File: config.mk
export PLATFORM = sky130hd
export DESIGN_NAME = moving_linear_regression_forecast_flat
export DESIGN_NICKNAME = d
export VERILOG_FILES = /design/src/rtl/mlrf_pkg.sv /design/src/rtl/mlrf_in_if.sv /design/src/rtl/mlrf_out_if.sv /design/src/rtl/moving_linear_regression_forecast.sv /design/src/rtl/mlrf_ram.sv /design/src/rtl/mlrf_front.sv /design/src/rtl/mlrf_queue.sv /design/src/rtl/mlrf_const.sv /design/src/rtl/mlrf_back.sv /design/src/flat_wrapper.sv
export SDC_FILE = /design/constraint.sdc
export NUM_CORES = 2
export LEC_CHECK = 0
export BUFFER_PORTS_ARGS = -buffer_cell sky130_fd_sc_hd__buf_2
export CAP_MARGIN = 30
export CELL_PAD_IN_SITES_DETAIL_PLACEMENT = 1
export CELL_PAD_IN_SITES_GLOBAL_PLACEMENT = 1
export CORE_ASPECT_RATIO = 0.5
export CORE_MARGIN = 1
export CORE_UTILIZATION = 55
export CTS_BUF_LIST = sky130_fd_sc_hd__clkbuf_8
export DETAILED_ROUTE_END_ITERATION = 7
export PLACE_DENSITY_LB_ADDON = 0.1
export RECOVER_POWER = 100
export REMOVE_ABC_BUFFERS = 1
export SLEW_MARGIN = 40
export SYNTH_ARGS = -nofsm -noshare
export SYNTH_HDL_FRONTEND = slang
export SYNTH_SLANG_ARGS = --single-unit
File: constraint.sdc
create_clock -name clk -period 16.8 [get_ports clk]
set_input_delay 2.52 -clock clk [delete_from_list [all_inputs] [get_ports clk]]
set_output_delay 2.52 -clock clk [all_outputs]
set_load 0.05 [all_outputs]
File: src/rtl/mlrf_pkg.sv
// shared constants, types and width helpers for the regression forecast block
`default_nettype none

package mlrf_pkg;

	// fixed field widths
	localparam int SAMPLE_W = 32;
	localparam int CFG_W = 7;
	localparam int OUT_W = 48;
	// quotient bits kept by the divider: one above the output range to see overflow
	localparam int Q_W = OUT_W + 1;

	// defaults for the top level parameters
	localparam int DEF_MAX_WINDOW = 64;
	localparam int DEF_FRAC_BITS = 16;

	localparam int MIN_WINDOW = 2;
	localparam logic [CFG_W-1:0] WL_RESET = CFG_W'(14);

	// job queue depth between front and back, a power of two
	localparam int QUEUE_DEPTH = 2;

	// saturation limits as quotient magnitudes
	localparam logic [Q_W-1:0] POS_LIM = Q_W'((64'd1 << (OUT_W - 1)) - 64'd1);
	localparam logic [Q_W-1:0] NEG_LIM = Q_W'(64'd1 << (OUT_W - 1));

	typedef enum logic {
		F_IDLE,
		F_UPD
	} front_state_t;

	typedef enum logic [2:0] {
		B_IDLE,
		B_MUL,
		B_ABS,
		B_PREP,
		B_DIV,
		B_OUT
	} back_state_t;

	typedef enum logic [1:0] {
		C_RUN,
		C_PROD,
		C_DIFF,
		C_DONE
	} cst_state_t;

	typedef struct packed {
		logic full;
		logic empty;
	} q_status_t;

	// width of a window length value
	function automatic int n_w(input int mw);
		return $clog2(mw + 1);
	endfunction

	// width of a ring slot index
	function automatic int slot_w(input int mw);
		return $clog2(mw);
	endfunction

	// width of sum of x for the largest window
	function automatic int sx_w(input int mw);
		return $clog2(longint'(mw) * (mw + 1) / 2 + 1);
	endfunction

	// width of sum of x squared for the largest window
	function automatic int sxx_w(input int mw);
		return $clog2(longint'(mw) * (mw + 1) * (2 * mw + 1) / 6 + 1);
	endfunction

	// width of the squares counter
	function automatic int sq_w(input int mw);
		return $clog2(longint'(mw) * mw + 1);
	endfunction

	// width of the regression denominator
	function automatic int den_w(input int mw);
		return $clog2(longint'(mw) * mw * (longint'(mw) * mw - 1) / 12 + 1);
	endfunction

	// signed width of the running sum of samples
	function automatic int sy_w(input int mw);
		return SAMPLE_W + $clog2(mw);
	endfunction

	// signed width of the weighted sum of samples
	function automatic int sxy_w(input int mw);
		return SAMPLE_W + sx_w(mw) + 1;
	endfunction

	// signed width of the regression numerator
	function automatic int num_w(input int mw);
		int a;
		int b;
		a = sxx_w(mw) + sy_w(mw);
		b = sx_w(mw) + sxy_w(mw);
		return ((a > b) ? a : b) + 1;
	endfunction

endpackage

`default_nettype wire

File: src/rtl/mlrf_in_if.sv
// sample channel: valid, ready and one signed sample
`default_nettype none

interface mlrf_in_if
	import mlrf_pkg::*;
();
	logic valid;
	logic ready;
	logic signed [SAMPLE_W-1:0] sample;

	modport source(output valid, output sample, input ready);
	modport sink(input valid, input sample, output ready);
endinterface

`default_nettype wire

File: src/rtl/mlrf_out_if.sv
// forecast channel: valid, ready, forecast value and its valid flag
`default_nettype none

interface mlrf_out_if
	import mlrf_pkg::*;
();
	logic valid;
	logic ready;
	logic signed [OUT_W-1:0] forecast;
	logic forecast_valid;

	modport source(output valid, output forecast, output forecast_valid, input ready);
	modport sink(input valid, input forecast, input forecast_valid, output ready);
endinterface

`default_nettype wire

File: src/rtl/moving_linear_regression_forecast.sv
// top level of the moving linear regression forecast block
// a forecast is made by the bit-serial numerator over K multiplier bits and the
//   one-bit-per-cycle divider over Q_W quotient bits, K = width of the largest sum
//   of x squared (17 at 64 samples), Q_W = 49; an invalid result skips both
// the front takes new samples while the back end works, until the job queue is full
// reset and each window_length write empty the window; the per-length constants are
//   then rebuilt, and no forecast is computed before they are ready
`default_nettype none

module moving_linear_regression_forecast
	import mlrf_pkg::*;
#(
	parameter int MAX_WINDOW = DEF_MAX_WINDOW,
	parameter int FRAC_BITS = DEF_FRAC_BITS
) (
	input  logic             clk,
	input  logic             arst_n,
	input  logic             cfg_we,
	input  logic [CFG_W-1:0] cfg_wdata,
	mlrf_in_if.sink          in_ch,
	mlrf_out_if.source       out_ch
);

	localparam int N_W = n_w(MAX_WINDOW);
	localparam int SY_W = sy_w(MAX_WINDOW);
	localparam int SXY_W = sxy_w(MAX_WINDOW);
	localparam int SX_W = sx_w(MAX_WINDOW);
	localparam int SXX_W = sxx_w(MAX_WINDOW);
	localparam int DEN_W = den_w(MAX_WINDOW);
	localparam int E_W = 1 + SY_W + SXY_W;
	localparam int EW = (CFG_W > N_W) ? CFG_W : N_W;

	logic [CFG_W-1:0] wl_q;
	logic [EW-1:0] wl_ext;
	logic [N_W-1:0] n_eff;
	logic q_push, q_pop;
	q_status_t q_stat;
	logic [E_W-1:0] q_wdata, q_rdata;
	logic job_go_f, job_go_b;
	logic signed [SY_W-1:0] job_sy_f, job_sy_b;
	logic signed [SXY_W-1:0] job_sxy_f, job_sxy_b;
	logic [SX_W-1:0] cst_sx;
	logic [SXX_W-1:0] cst_sxx;
	logic [DEN_W-1:0] cst_den;
	logic cst_ready;

	// window length register
	always_ff @(posedge clk or negedge arst_n) begin
		if (!arst_n) begin
			wl_q <= WL_RESET;
		end else if (cfg_we) begin
			wl_q <= cfg_wdata;
		end
	end

	// clamp the length into the supported range
	assign wl_ext = EW'(wl_q);
	always_comb begin
		priority if (wl_ext < EW'(MIN_WINDOW)) begin
			n_eff = N_W'(MIN_WINDOW);
		end else if (wl_ext > EW'(MAX_WINDOW)) begin
			n_eff = N_W'(MAX_WINDOW);
		end else begin
			n_eff = N_W'(wl_ext);
		end
	end

	mlrf_front #(
		.MAX_WINDOW(MAX_WINDOW)
	) u_front (
		.clk      (clk),
		.arst_n   (arst_n),
		.cfg_clear(cfg_we),
		.n        (n_eff),
		.in_ch    (in_ch),
		.q_full   (q_stat.full),
		.push     (q_push),
		.job_go   (job_go_f),
		.job_sy   (job_sy_f),
		.job_sxy  (job_sxy_f)
	);

	assign q_wdata = {job_go_f, job_sy_f, job_sxy_f};

	mlrf_queue #(
		.WIDTH(E_W)
	) u_queue (
		.clk   (clk),
		.arst_n(arst_n),
		.push  (q_push),
		.wdata (q_wdata),
		.pop   (q_pop),
		.rdata (q_rdata),
		.status(q_stat)
	);

	assign job_go_b = q_rdata[E_W-1];
	assign job_sy_b = q_rdata[E_W-2 -: SY_W];
	assign job_sxy_b = q_rdata[SXY_W-1:0];

	mlrf_const #(
		.MAX_WINDOW(MAX_WINDOW)
	) u_const (
		.clk    (clk),
		.arst_n (arst_n),
		.restart(cfg_we),
		.n      (n_eff),
		.sx     (cst_sx),
		.sxx    (cst_sxx),
		.den    (cst_den),
		.ready  (cst_ready)
	);

	mlrf_back #(
		.MAX_WINDOW(MAX_WINDOW),
		.FRAC_BITS (FRAC_BITS)
	) u_back (
		.clk      (clk),
		.arst_n   (arst_n),
		.q_empty  (q_stat.empty),
		.pop      (q_pop),
		.job_go   (job_go_b),
		.job_sy   (job_sy_b),
		.job_sxy  (job_sxy_b),
		.sx       (cst_sx),
		.sxx      (cst_sxx),
		.den      (cst_den),
		.cst_ready(cst_ready),
		.out_ch   (out_ch)
	);

`ifndef SYNTHESIS
	// front never pushes into a full queue
	a_no_overflow: assert property (@(posedge clk) disable iff (!arst_n)
		q_push |-> !q_stat.full)
		else $error("job pushed into full queue");

	// back never pops an empty queue
	a_no_underflow: assert property (@(posedge clk) disable iff (!arst_n)
		q_pop |-> !q_stat.empty)
		else $error("job popped from empty queue");

	// jobs start only with valid per-length constants
	a_cst_before_job: assert property (@(posedge clk) disable iff (!arst_n)
		q_pop |-> cst_ready)
		else $error("job started before constants were ready");

	// a length write invalidates the constants
	a_cst_restart: assert property (@(posedge clk) disable iff (!arst_n)
		cfg_we |=> !cst_ready)
		else $error("constants still marked ready after length write");
`endif

endmodule

`default_nettype wire

File: src/rtl/mlrf_ram.sv
// generic single write port ram with registered read
`default_nettype none

module mlrf_ram #(
	parameter int WIDTH = 32,
	parameter int DEPTH = 64
) (
	input  logic                       clk,
	input  logic                       we,
	input  logic [$clog2(DEPTH)-1:0]   waddr,
	input  logic [WIDTH-1:0]           wdata,
	input  logic [$clog2(DEPTH)-1:0]   raddr,
	output logic [WIDTH-1:0]           rdata
);

	logic [WIDTH-1:0] mem_q [DEPTH];

	// read returns the old contents on a same-address write
	always_ff @(posedge clk) begin
		if (we) begin
			mem_q[waddr] <= wdata;
		end
		rdata <= mem_q[raddr];
	end

endmodule

`default_nettype wire

File: src/rtl/mlrf_front.sv
// front end: takes samples, keeps the ring and running sums, queues forecast jobs
`default_nettype none

module mlrf_front
	import mlrf_pkg::*;
#(
	parameter int MAX_WINDOW = DEF_MAX_WINDOW
) (
	input  logic                                    clk,
	input  logic                                    arst_n,
	input  logic                                    cfg_clear,
	input  logic [n_w(MAX_WINDOW)-1:0]              n,
	mlrf_in_if.sink                                 in_ch,
	input  logic                                    q_full,
	output logic                                    push,
	output logic                                    job_go,
	output logic signed [sy_w(MAX_WINDOW)-1:0]      job_sy,
	output logic signed [sxy_w(MAX_WINDOW)-1:0]     job_sxy
);

	localparam int N_W = n_w(MAX_WINDOW);
	localparam int SLOT_W = slot_w(MAX_WINDOW);
	localparam int SY_W = sy_w(MAX_WINDOW);
	localparam int SXY_W = sxy_w(MAX_WINDOW);
	localparam int PR_W = SAMPLE_W + N_W + 2;

	front_state_t state_q, state_d;
	logic accept;
	logic [SLOT_W-1:0] slot_q, slot, slot_next;
	logic [N_W:0] slot_inc, n_ext, n_inc;
	logic [N_W-1:0] fill_q, fill_new;
	logic signed [SY_W-1:0] sy_q, sy_new;
	logic signed [SXY_W-1:0] sxy_q, sxy_new, sxy_base;
	logic signed [SAMPLE_W-1:0] sample_s1, oldest;
	logic full_s1;
	logic [SAMPLE_W-1:0] ram_rdata;
	logic signed [PR_W-1:0] old_prod;

	assign in_ch.ready = (state_q == F_IDLE) && !q_full;
	assign accept = in_ch.valid && in_ch.ready;
	assign push = (state_q == F_UPD);

	// slot addressing, wrapping at the window length
	assign n_ext = (N_W+1)'(n);
	assign slot = ((N_W+1)'(slot_q) >= n_ext) ? '0 : slot_q;
	assign slot_inc = (N_W+1)'(slot) + (N_W+1)'(1);
	assign slot_next = (slot_inc >= n_ext) ? '0 : slot_inc[SLOT_W-1:0];

	mlrf_ram #(
		.WIDTH(SAMPLE_W),
		.DEPTH(MAX_WINDOW)
	) u_ring (
		.clk  (clk),
		.we   (accept),
		.waddr(slot),
		.wdata(in_ch.sample),
		.raddr(slot),
		.rdata(ram_rdata)
	);

	// sum update with the sample that leaves the window
	assign oldest = $signed(ram_rdata);
	assign n_inc = n_ext + (N_W+1)'(1);
	assign old_prod = oldest * $signed({1'b0, n_inc});
	assign sxy_base = sxy_q + SXY_W'(sy_q) + SXY_W'(sample_s1);

	always_comb begin
		if (full_s1) begin
			sxy_new = sxy_base - SXY_W'(old_prod);
			sy_new = sy_q + SY_W'(sample_s1) - SY_W'(oldest);
			fill_new = fill_q;
		end else begin
			sxy_new = sxy_base;
			sy_new = sy_q + SY_W'(sample_s1);
			fill_new = fill_q + N_W'(1);
		end
	end

	assign job_go = (fill_new >= n) && (sy_new != '0) && (sxy_new != '0);
	assign job_sy = sy_new;
	assign job_sxy = sxy_new;

	// next state
	always_comb begin
		state_d = state_q;
		unique case (state_q)
			F_IDLE: if (accept) state_d = F_UPD;
			F_UPD:  state_d = F_IDLE;
			default: state_d = F_IDLE;
		endcase
	end

	always_ff @(posedge clk or negedge arst_n) begin
		if (!arst_n) begin
			state_q <= F_IDLE;
		end else begin
			state_q <= state_d;
		end
	end

	// window state, emptied by a length write
	always_ff @(posedge clk or negedge arst_n) begin
		if (!arst_n) begin
			slot_q <= '0;
			fill_q <= '0;
			sy_q <= '0;
			sxy_q <= '0;
		end else if (cfg_clear) begin
			slot_q <= '0;
			fill_q <= '0;
			sy_q <= '0;
			sxy_q <= '0;
		end else begin
			if (accept) slot_q <= slot_next;
			if (push) begin
				fill_q <= fill_new;
				sy_q <= sy_new;
				sxy_q <= sxy_new;
			end
		end
	end

	// item held for the update cycle
	always_ff @(posedge clk) begin
		if (accept) begin
			sample_s1 <= in_ch.sample;
			full_s1 <= (fill_q >= n);
		end
	end

endmodule

`default_nettype wire

File: src/rtl/mlrf_queue.sv
// short job queue between front and back end
`default_nettype none

module mlrf_queue
	import mlrf_pkg::*;
#(
	parameter int WIDTH = 84
) (
	input  logic             clk,
	input  logic             arst_n,
	input  logic             push,
	input  logic [WIDTH-1:0] wdata,
	input  logic             pop,
	output logic [WIDTH-1:0] rdata,
	output q_status_t        status
);

	localparam int PTR_W = $clog2(QUEUE_DEPTH);
	localparam int CNT_W = $clog2(QUEUE_DEPTH + 1);

	logic [WIDTH-1:0] mem_q [QUEUE_DEPTH];
	logic [PTR_W-1:0] wr_ptr_q, rd_ptr_q;
	logic [CNT_W-1:0] cnt_q;

	assign rdata = mem_q[rd_ptr_q];
	assign status.full = (cnt_q == CNT_W'(QUEUE_DEPTH));
	assign status.empty = (cnt_q == '0);

	// entry storage
	always_ff @(posedge clk) begin
		if (push) mem_q[wr_ptr_q] <= wdata;
	end

	// pointers and fill level
	always_ff @(posedge clk or negedge arst_n) begin
		if (!arst_n) begin
			wr_ptr_q <= '0;
			rd_ptr_q <= '0;
			cnt_q <= '0;
		end else begin
			if (push) wr_ptr_q <= wr_ptr_q + PTR_W'(1);
			if (pop) rd_ptr_q <= rd_ptr_q + PTR_W'(1);
			if (push && !pop) begin
				cnt_q <= cnt_q + CNT_W'(1);
			end else if (pop && !push) begin
				cnt_q <= cnt_q - CNT_W'(1);
			end
		end
	end

endmodule

`default_nettype wire

File: src/rtl/mlrf_const.sv
// per-length constants: sum of x, sum of x squared and the denominator
`default_nettype none

module mlrf_const
	import mlrf_pkg::*;
#(
	parameter int MAX_WINDOW = DEF_MAX_WINDOW
) (
	input  logic                         clk,
	input  logic                         arst_n,
	input  logic                         restart,
	input  logic [n_w(MAX_WINDOW)-1:0]   n,
	output logic [sx_w(MAX_WINDOW)-1:0]  sx,
	output logic [sxx_w(MAX_WINDOW)-1:0] sxx,
	output logic [den_w(MAX_WINDOW)-1:0] den,
	output logic                         ready
);

	localparam int N_W = n_w(MAX_WINDOW);
	localparam int SX_W = sx_w(MAX_WINDOW);
	localparam int SXX_W = sxx_w(MAX_WINDOW);
	localparam int SQ_W = sq_w(MAX_WINDOW);
	localparam int DEN_W = den_w(MAX_WINDOW);
	localparam int P_W = ((N_W + SXX_W) > (2 * SX_W)) ? (N_W + SXX_W) : (2 * SX_W);

	cst_state_t state_q, state_d;
	logic [N_W-1:0] k_q;
	logic [SQ_W-1:0] sq_q, sq_next;
	logic [SX_W-1:0] sx_q;
	logic [SXX_W-1:0] sxx_q;
	logic [N_W+SXX_W-1:0] p1_full;
	logic [2*SX_W-1:0] p2_full;
	logic [P_W-1:0] p1_q, p2_q;
	logic [DEN_W-1:0] den_q;

	assign sq_next = sq_q + SQ_W'({k_q, 1'b1});
	assign p1_full = n * sxx_q;
	assign p2_full = sx_q * sx_q;

	assign sx = sx_q;
	assign sxx = sxx_q;
	assign den = den_q;
	assign ready = (state_q == C_DONE);

	// next state: accumulate n terms, two products, one difference
	always_comb begin
		state_d = state_q;
		priority if (restart) begin
			state_d = C_RUN;
		end else begin
			unique case (state_q)
				C_RUN:  if (k_q == n) state_d = C_PROD;
				C_PROD: state_d = C_DIFF;
				C_DIFF: state_d = C_DONE;
				C_DONE: state_d = C_DONE;
				default: state_d = C_RUN;
			endcase
		end
	end

	always_ff @(posedge clk or negedge arst_n) begin
		if (!arst_n) begin
			state_q <= C_RUN;
		end else begin
			state_q <= state_d;
		end
	end

	// running sums over k = 1..n
	always_ff @(posedge clk or negedge arst_n) begin
		if (!arst_n) begin
			k_q <= '0;
			sq_q <= '0;
			sx_q <= '0;
			sxx_q <= '0;
		end else if (restart) begin
			k_q <= '0;
			sq_q <= '0;
			sx_q <= '0;
			sxx_q <= '0;
		end else if ((state_q == C_RUN) && (k_q != n)) begin
			k_q <= k_q + N_W'(1);
			sq_q <= sq_next;
			sx_q <= sx_q + SX_W'(k_q) + SX_W'(1);
			sxx_q <= sxx_q + SXX_W'(sq_next);
		end
	end

	// denominator n*sxx - sx*sx
	always_ff @(posedge clk) begin
		if (state_q == C_PROD) begin
			p1_q <= P_W'(p1_full);
			p2_q <= P_W'(p2_full);
		end
		if (state_q == C_DIFF) begin
			den_q <= DEN_W'(p1_q - p2_q);
		end
	end

endmodule

`default_nettype wire

File: src/rtl/mlrf_back.sv
// back end: serial numerator, restoring divider, rounding, saturation, output register
`default_nettype none

module mlrf_back
	import mlrf_pkg::*;
#(
	parameter int MAX_WINDOW = DEF_MAX_WINDOW,
	parameter int FRAC_BITS = DEF_FRAC_BITS
) (
	input  logic                                  clk,
	input  logic                                  arst_n,
	input  logic                                  q_empty,
	output logic                                  pop,
	input  logic                                  job_go,
	input  logic signed [sy_w(MAX_WINDOW)-1:0]    job_sy,
	input  logic signed [sxy_w(MAX_WINDOW)-1:0]   job_sxy,
	input  logic [sx_w(MAX_WINDOW)-1:0]           sx,
	input  logic [sxx_w(MAX_WINDOW)-1:0]          sxx,
	input  logic [den_w(MAX_WINDOW)-1:0]          den,
	input  logic                                  cst_ready,
	mlrf_out_if.source                            out_ch
);

	localparam int SY_W = sy_w(MAX_WINDOW);
	localparam int SXY_W = sxy_w(MAX_WINDOW);
	localparam int K = sxx_w(MAX_WINDOW);
	localparam int DEN_W = den_w(MAX_WINDOW);
	localparam int NUM_W = num_w(MAX_WINDOW);
	localparam int DV_W = DEN_W + 1;
	localparam int X_W = ((NUM_W + FRAC_BITS + 2) > (Q_W + 1)) ?
		(NUM_W + FRAC_BITS + 2) : (Q_W + 1);
	localparam int H_W = X_W - Q_W;
	localparam int CMP_W = (H_W > DV_W) ? H_W : DV_W;
	localparam int CNT_W = $clog2(((K > Q_W) ? K : Q_W) + 1);

	back_state_t state_q, state_d;
	logic go_q, neg_q, ovf_q;
	logic signed [SY_W-1:0] sy_q;
	logic signed [SXY_W-1:0] sxy_q;
	logic [K-1:0] sxx_sh_q, sx_sh_q;
	logic signed [NUM_W-1:0] acc_q, acc_step, add_y, sub_xy;
	logic [CNT_W-1:0] cnt_q;
	logic [DV_W-1:0] dv, rem_q;
	logic [Q_W-1:0] lo_q, lo_neg;
	logic [X_W-1:0] xv;
	logic [DV_W:0] trial;
	logic trial_ge;
	logic load_out;
	logic out_valid_q;
	logic signed [OUT_W-1:0] forecast_q, res;
	logic fvalid_q;

	assign pop = (state_q == B_IDLE) && !q_empty && cst_ready;
	assign load_out = (state_q == B_OUT) && (!out_valid_q || out_ch.ready);

	// one multiplier bit of sxx*sy - sx*sxy per cycle, msb first
	assign add_y = sxx_sh_q[K-1] ? NUM_W'(sy_q) : '0;
	assign sub_xy = sx_sh_q[K-1] ? NUM_W'(sxy_q) : '0;
	assign acc_step = (acc_q <<< 1) + add_y - sub_xy;

	// dividend |num|*2^(F+1) + den over divisor 2*den gives the rounded quotient
	assign dv = {den, 1'b0};
	assign xv = (X_W'($unsigned(acc_q)) << (FRAC_BITS + 1)) + X_W'(den);

	// restoring divide step
	assign trial = {rem_q, lo_q[Q_W-1]};
	assign trial_ge = (trial >= (DV_W+1)'(dv));

	// rounding done, clamp the signed result
	assign lo_neg = ~lo_q + Q_W'(1);
	always_comb begin
		priority if (!go_q) begin
			res = '0;
		end else if (neg_q) begin
			if (ovf_q || (lo_q > NEG_LIM)) res = NEG_LIM[OUT_W-1:0];
			else res = lo_neg[OUT_W-1:0];
		end else begin
			if (ovf_q || (lo_q > POS_LIM)) res = POS_LIM[OUT_W-1:0];
			else res = lo_q[OUT_W-1:0];
		end
	end

	// next state
	always_comb begin
		state_d = state_q;
		unique case (state_q)
			B_IDLE: if (pop) state_d = job_go ? B_MUL : B_OUT;
			B_MUL:  if (cnt_q == CNT_W'(1)) state_d = B_ABS;
			B_ABS:  state_d = B_PREP;
			B_PREP: state_d = B_DIV;
			B_DIV:  if (cnt_q == CNT_W'(1)) state_d = B_OUT;
			B_OUT:  if (load_out) state_d = B_IDLE;
			default: state_d = B_IDLE;
		endcase
	end

	always_ff @(posedge clk or negedge arst_n) begin
		if (!arst_n) begin
			state_q <= B_IDLE;
		end else begin
			state_q <= state_d;
		end
	end

	// step counter
	always_ff @(posedge clk or negedge arst_n) begin
		if (!arst_n) begin
			cnt_q <= '0;
		end else if (pop) begin
			cnt_q <= CNT_W'(K);
		end else if (state_q == B_PREP) begin
			cnt_q <= CNT_W'(Q_W);
		end else if ((state_q == B_MUL) || (state_q == B_DIV)) begin
			cnt_q <= cnt_q - CNT_W'(1);
		end
	end

	// datapath
	always_ff @(posedge clk) begin
		unique case (state_q)
			B_IDLE: begin
				if (pop) begin
					go_q <= job_go;
					sy_q <= job_sy;
					sxy_q <= job_sxy;
					sxx_sh_q <= sxx;
					sx_sh_q <= K'(sx);
					acc_q <= '0;
				end
			end
			B_MUL: begin
				acc_q <= acc_step;
				sxx_sh_q <= sxx_sh_q << 1;
				sx_sh_q <= sx_sh_q << 1;
			end
			B_ABS: begin
				neg_q <= acc_q[NUM_W-1];
				if (acc_q[NUM_W-1]) acc_q <= -acc_q;
			end
			B_PREP: begin
				ovf_q <= (CMP_W'(xv[X_W-1:Q_W]) >= CMP_W'(dv));
				rem_q <= DV_W'(xv[X_W-1:Q_W]);
				lo_q <= xv[Q_W-1:0];
			end
			B_DIV: begin
				rem_q <= trial_ge ? DV_W'(trial - (DV_W+1)'(dv)) : DV_W'(trial);
				lo_q <= {lo_q[Q_W-2:0], trial_ge};
			end
			B_OUT: begin
			end
			default: begin
			end
		endcase
	end

	// output register
	always_ff @(posedge clk or negedge arst_n) begin
		if (!arst_n) begin
			out_valid_q <= 1'b0;
		end else if (load_out) begin
			out_valid_q <= 1'b1;
		end else if (out_ch.ready) begin
			out_valid_q <= 1'b0;
		end
	end

	always_ff @(posedge clk) begin
		if (load_out) begin
			forecast_q <= res;
			fvalid_q <= go_q;
		end
	end

	assign out_ch.valid = out_valid_q;
	assign out_ch.forecast = forecast_q;
	assign out_ch.forecast_valid = fvalid_q;

endmodule

`default_nettype wire

File: src/flat_wrapper.sv
// flat-port wrapper written by rule: the top's interface ports become plain ports
module moving_linear_regression_forecast_flat import mlrf_pkg::*;
#(
	parameter int MAX_WINDOW = DEF_MAX_WINDOW,
	parameter int FRAC_BITS = DEF_FRAC_BITS
)
  (clk, arst_n, cfg_we, cfg_wdata, in_ch_valid, in_ch_sample, in_ch_ready, out_ch_valid, out_ch_forecast, out_ch_forecast_valid, out_ch_ready);
  mlrf_in_if in_ch_i ();
  mlrf_out_if out_ch_i ();
  input  logic clk;
  input  logic arst_n;
  input  logic cfg_we;
  input  logic [CFG_W-1:0] cfg_wdata;
  input wire logic [$bits(in_ch_i.valid)-1:0] in_ch_valid;
  input wire logic [$bits(in_ch_i.sample)-1:0] in_ch_sample;
  output wire logic [$bits(in_ch_i.ready)-1:0] in_ch_ready;
  output wire logic [$bits(out_ch_i.valid)-1:0] out_ch_valid;
  output wire logic [$bits(out_ch_i.forecast)-1:0] out_ch_forecast;
  output wire logic [$bits(out_ch_i.forecast_valid)-1:0] out_ch_forecast_valid;
  input wire logic [$bits(out_ch_i.ready)-1:0] out_ch_ready;
  assign in_ch_i.valid = in_ch_valid;
  assign in_ch_i.sample = in_ch_sample;
  assign in_ch_ready = in_ch_i.ready;
  assign out_ch_valid = out_ch_i.valid;
  assign out_ch_forecast = out_ch_i.forecast;
  assign out_ch_forecast_valid = out_ch_i.forecast_valid;
  assign out_ch_i.ready = out_ch_ready;
  moving_linear_regression_forecast #(.MAX_WINDOW(MAX_WINDOW), .FRAC_BITS(FRAC_BITS)) u_core (.clk(clk), .arst_n(arst_n), .cfg_we(cfg_we), .cfg_wdata(cfg_wdata), .in_ch(in_ch_i), .out_ch(out_ch_i));
endmodule
==> summary.md <==
| Metric | Value |
|---|---|
| Final WL | 442 mm |
| Worst min-delay path class | reg -> reg |
| Post-Place Worst Slack | 7.13 ns |
| Failing checks | design-rule violations, max-capacitance violations, max-slew violations |
| Wire per inst | 30.3 um |
| WP data arrival | ~14 ns |
| Largest net degree at the start of global routing | 118 |
| Main flop type after synthesis | edfxtp_1 |
| Die area | 258000 um^2 |
| Max Freq | about 0.074 GHz |
| Most frequent cells after synthesis | edfxtp_1 (2609), inv_1 (912), nand2_1 (733), nor2_1 (554), fa_1 (512) |
| Reg2Reg Setup Slack | between 3 and 4 ns |
| Mean Syn Cell Area | 13.2 um^2 |
| Max Cap Viol | around 170 |
| Min-Delay Path Depth | 1 |
| First-pass DRT Iterations | 8 |
| Core Rows | 130 |
| Tmin final | approximately 13 ns |
| Post-synth EDFFs | about 2600 |
| Final slew viol count | 5918 |
| Worst Setup Start Kind | flop |
| Core Region | 253000 um^2 |
| Core Util, Final | 60.2% |
| Global route overflow | 0 |
| Async S/R FF share, synth | under 10% |
| R2R depth | 19 |
| Setup Fix Bufs, Post-CTS | 0 |
| Critical path class | reg -> reg |
| Setup TNS | 0 ns |
| RSZ-0062 raised after global routing | no |
| Initial antenna violation count | 40 |
| Max FO, Critical Path | 36 |
| Status | finished with violations |
| Io pins | 95 |
| Synth Register Bits | 2810 |
| DRT iter0 DRCs | between 10000 and 15000 |
| Clk_lat worst skew | 1.09 ns |
| PortBufs | 94 |
| Slew HR | -194% |
| # DRC | 6 |
| Initial core utilization | 55.7% |
| CTS hold repair buffers | 0 |
| Endpoint of the worst hold path | u_core.u_back.sx_sh_q[14] |
| Netlist cell types | 100 |
| First-pass GRT wire length | 646 mm |
| Setup Skew | 0.142 ns |
| Sink Count | 2810 |
| Layout area overhead | 8.08% |
| CTS resizes | 0 |
| RePlAce Congestion | 0.879 |
| Area leader, netlist | edfxtp_1 |
| Via count | around 94000 |
| CTS max path bufs | 4 |
| Worst slew pin tran | 4.41 ns |
| Nets | 11961 |
| Critical Path Sink Type | flop |
| Cell with the most instances after synthesis | edfxtp_1 |
| Via density | 6.46 |
| Capture instance of the worst register-to-register path | u_core.u_front.u_ring.mem_q[38][1] |
| Seq/Total Area, Yosys | 59.1% |
| Period utilization | 80.0% |
| Vias in the first global route | 97933 |
| Die outline width | ~700 um |
| CTS tree | done |
| Min-delay src | u_core.u_back.sx_sh_q[13] |
| Final hold violation count | 0 |
| Yosys top cell area share | 55.6% |
| Layout cells sized above 1 | around 8% |
| Num CTS Buffers | 392 |
| GRT Overall Usage | around a third |
| Synth area leaders | edfxtp_1 (56%), fa_1 (7.3%), ha_1 (4.3%), dfrtp_1 (2.9%), inv_1 (2.4%) |
| Endpoints failing setup | 0 |
| Worst R2R Start | u_core.wl_ext[4] |
| Final WS setup | 3.35 ns |
| Synth warn | 0 |
| ANT nets after route | 0 |
| CP Data Required Time | ~17 ns |
| Post-synthesis cell area | 141000 um^2 |
| HPWL after detailed placement | 287 mm |
| Cells after synthesis | 10703 |
| Root Driver | clkbuf_8 |
| H-tree depth | 5 |
| Clock transition at the registers of the reported paths | ~0.060 ns |
| Die Y | roughly 360 um |
cell type report:
cell class              count  area [um^2]
well taps                3366         4210
multi-input cells        6496        52500
fillers                 24748       101000
clock inverters           284         1530
repair buffers            301         1590
clock buffers             410         5640
flip-flops and latches   2810        83200
inverters                 922         3460
diodes                      7         17.5
flip-flops by register name (all words and copies together), names as in the netlist, 7 cells and up:
register	flops
u_core.u_back.sxy_q	45
u_core.u_const.p1_q	21
u_core.u_const.k_q	7
u_core.u_back.sx_sh_q	17
u_core.u_const.sxx	17
u_core.u_front.u_ring.rdata	32
u_core.u_front.sy_q	38
u_core.u_const.den	21
u_core.u_const.sx	12
u_core.u_back.lo_q	49
u_core.u_back.sxx_sh_q	17
u_core.u_queue.mem_q	168
u_core.u_front.sample_s1	32
u_core.u_back.acc_q	58
u_core.u_front.sxy_q	45
u_core.u_back.out_ch.forecast	48
u_core.u_front.fill_q	7
u_core.u_back.sy_q	38
u_core.u_back.rem_q	22
u_core.u_front.u_ring.mem_q	2048
u_core.wl_ext	7
u_core.u_const.sq_q	13
u_core.u_const.p2_q	20
stage by stage:
step                instances  hold WS, ns  instance area, um^2
detailed placement      13891        0.497               146000
global route            14591        0.514               152000
floorplan               10228        0.455               139000
global placement        13880        0.485               146000
CTS                     14585        0.506               154000
finish                  14596        0.512               152000
logic make-up (layout without fill, tap and decap cells):
| group | count (synthesis) | after routing | synth area share [%] |
|---|---|---|---|
| fa+ha+maj | 994 | 994 | 11.6 |
| other cells | 2 | 40 | 0.00533 |
| buf+inv | 1428 | 1917 | 3.83 |
| simple gates | 2236 | 2236 | 7.65 |
| compound gates | 2311 | 2311 | 11.4 |
| xor+xnor | 439 | 439 | 2.74 |
| mux | 483 | 483 | 3.69 |
| flops | 2810 | 2810 | 59.1 |
metal layers:
metal,vias to the layer above,global-route usage [%],share of wire (%)
met1,48132,46.3,40
met2,5053,53.0,45
met3,922,7.54,10
met4,34,11.5,3.8
li1,40181,-,-
met5,-,0,0.052
worst max path at each step:
stage | slack, ns | depth (start not counted) | from | end
after floorplan | -11.37 | 3 | u_core.u_front.slot_q[0] | u_core.u_front.u_ring.mem_q[12][0]
after global placement | 7.18 | 27 | u_core.wl_ext[4] | u_core.u_queue.mem_q[0][83]
after detailed placement | 7.13 | 31 | u_core.wl_ext[4] | u_core.u_queue.mem_q[1][83]
after CTS | 7.09 | 31 | u_core.wl_ext[4] | u_core.u_queue.mem_q[1][83]
after global routing | 3.42 | 19 | u_core.wl_ext[4] | u_core.u_front.u_ring.mem_q[38][1]
final | 3.35 | 19 | u_core.wl_ext[4] | u_core.u_front.u_ring.mem_q[38][1]
placed cells by master, fill, tap and decap left out, types with 63 or more instances in the layout:
cell and count:
nor2b_1 68, nand2b_1 63, clkbuf_1 210, a211oi_1 67, edfxtp_1 2609, nor3_1 105
nor4_1 108, buf_4 68, xor2_1 125, mux2i_1 194, inv_1 1061, a222oi_1 247
dfrtp_1 164, and2_1 230, o21ai_0 323, clkinv_1 87, nand4_1 74, mux2_2 232
xnor2_1 309, o21a_1 110, a21o_1 138, nand2_1 732, a22oi_1 436, nand3_1 104
fa_1 512, ha_1 482, a21oi_1 357, a31oi_1 283, clkbuf_8 410, nor2_1 537
worst max-delay path, stage by stage (launching register included):
cell and delay (ns):
dfrtp_1 0.44, or4_1 0.60, o21ai_4 0.16, clkbuf_1 1.26
inv_1 0.17, clkbuf_1 0.63, ha_1 0.52, nand2b_1 0.14
a21o_1 0.18, a21o_1 0.17, a21o_1 0.17, a21o_1 0.18
a21oi_1 0.37, or2_0 0.54, nand2_1 0.29, nor3_1 0.26
clkbuf_1 2.12, nand2_1 0.93, nor2_1 1.97, clkbuf_1 1.85
Power is not shown: default switching activity piles up to over one toggle a cycle in this logic, so the estimate is an artifact.
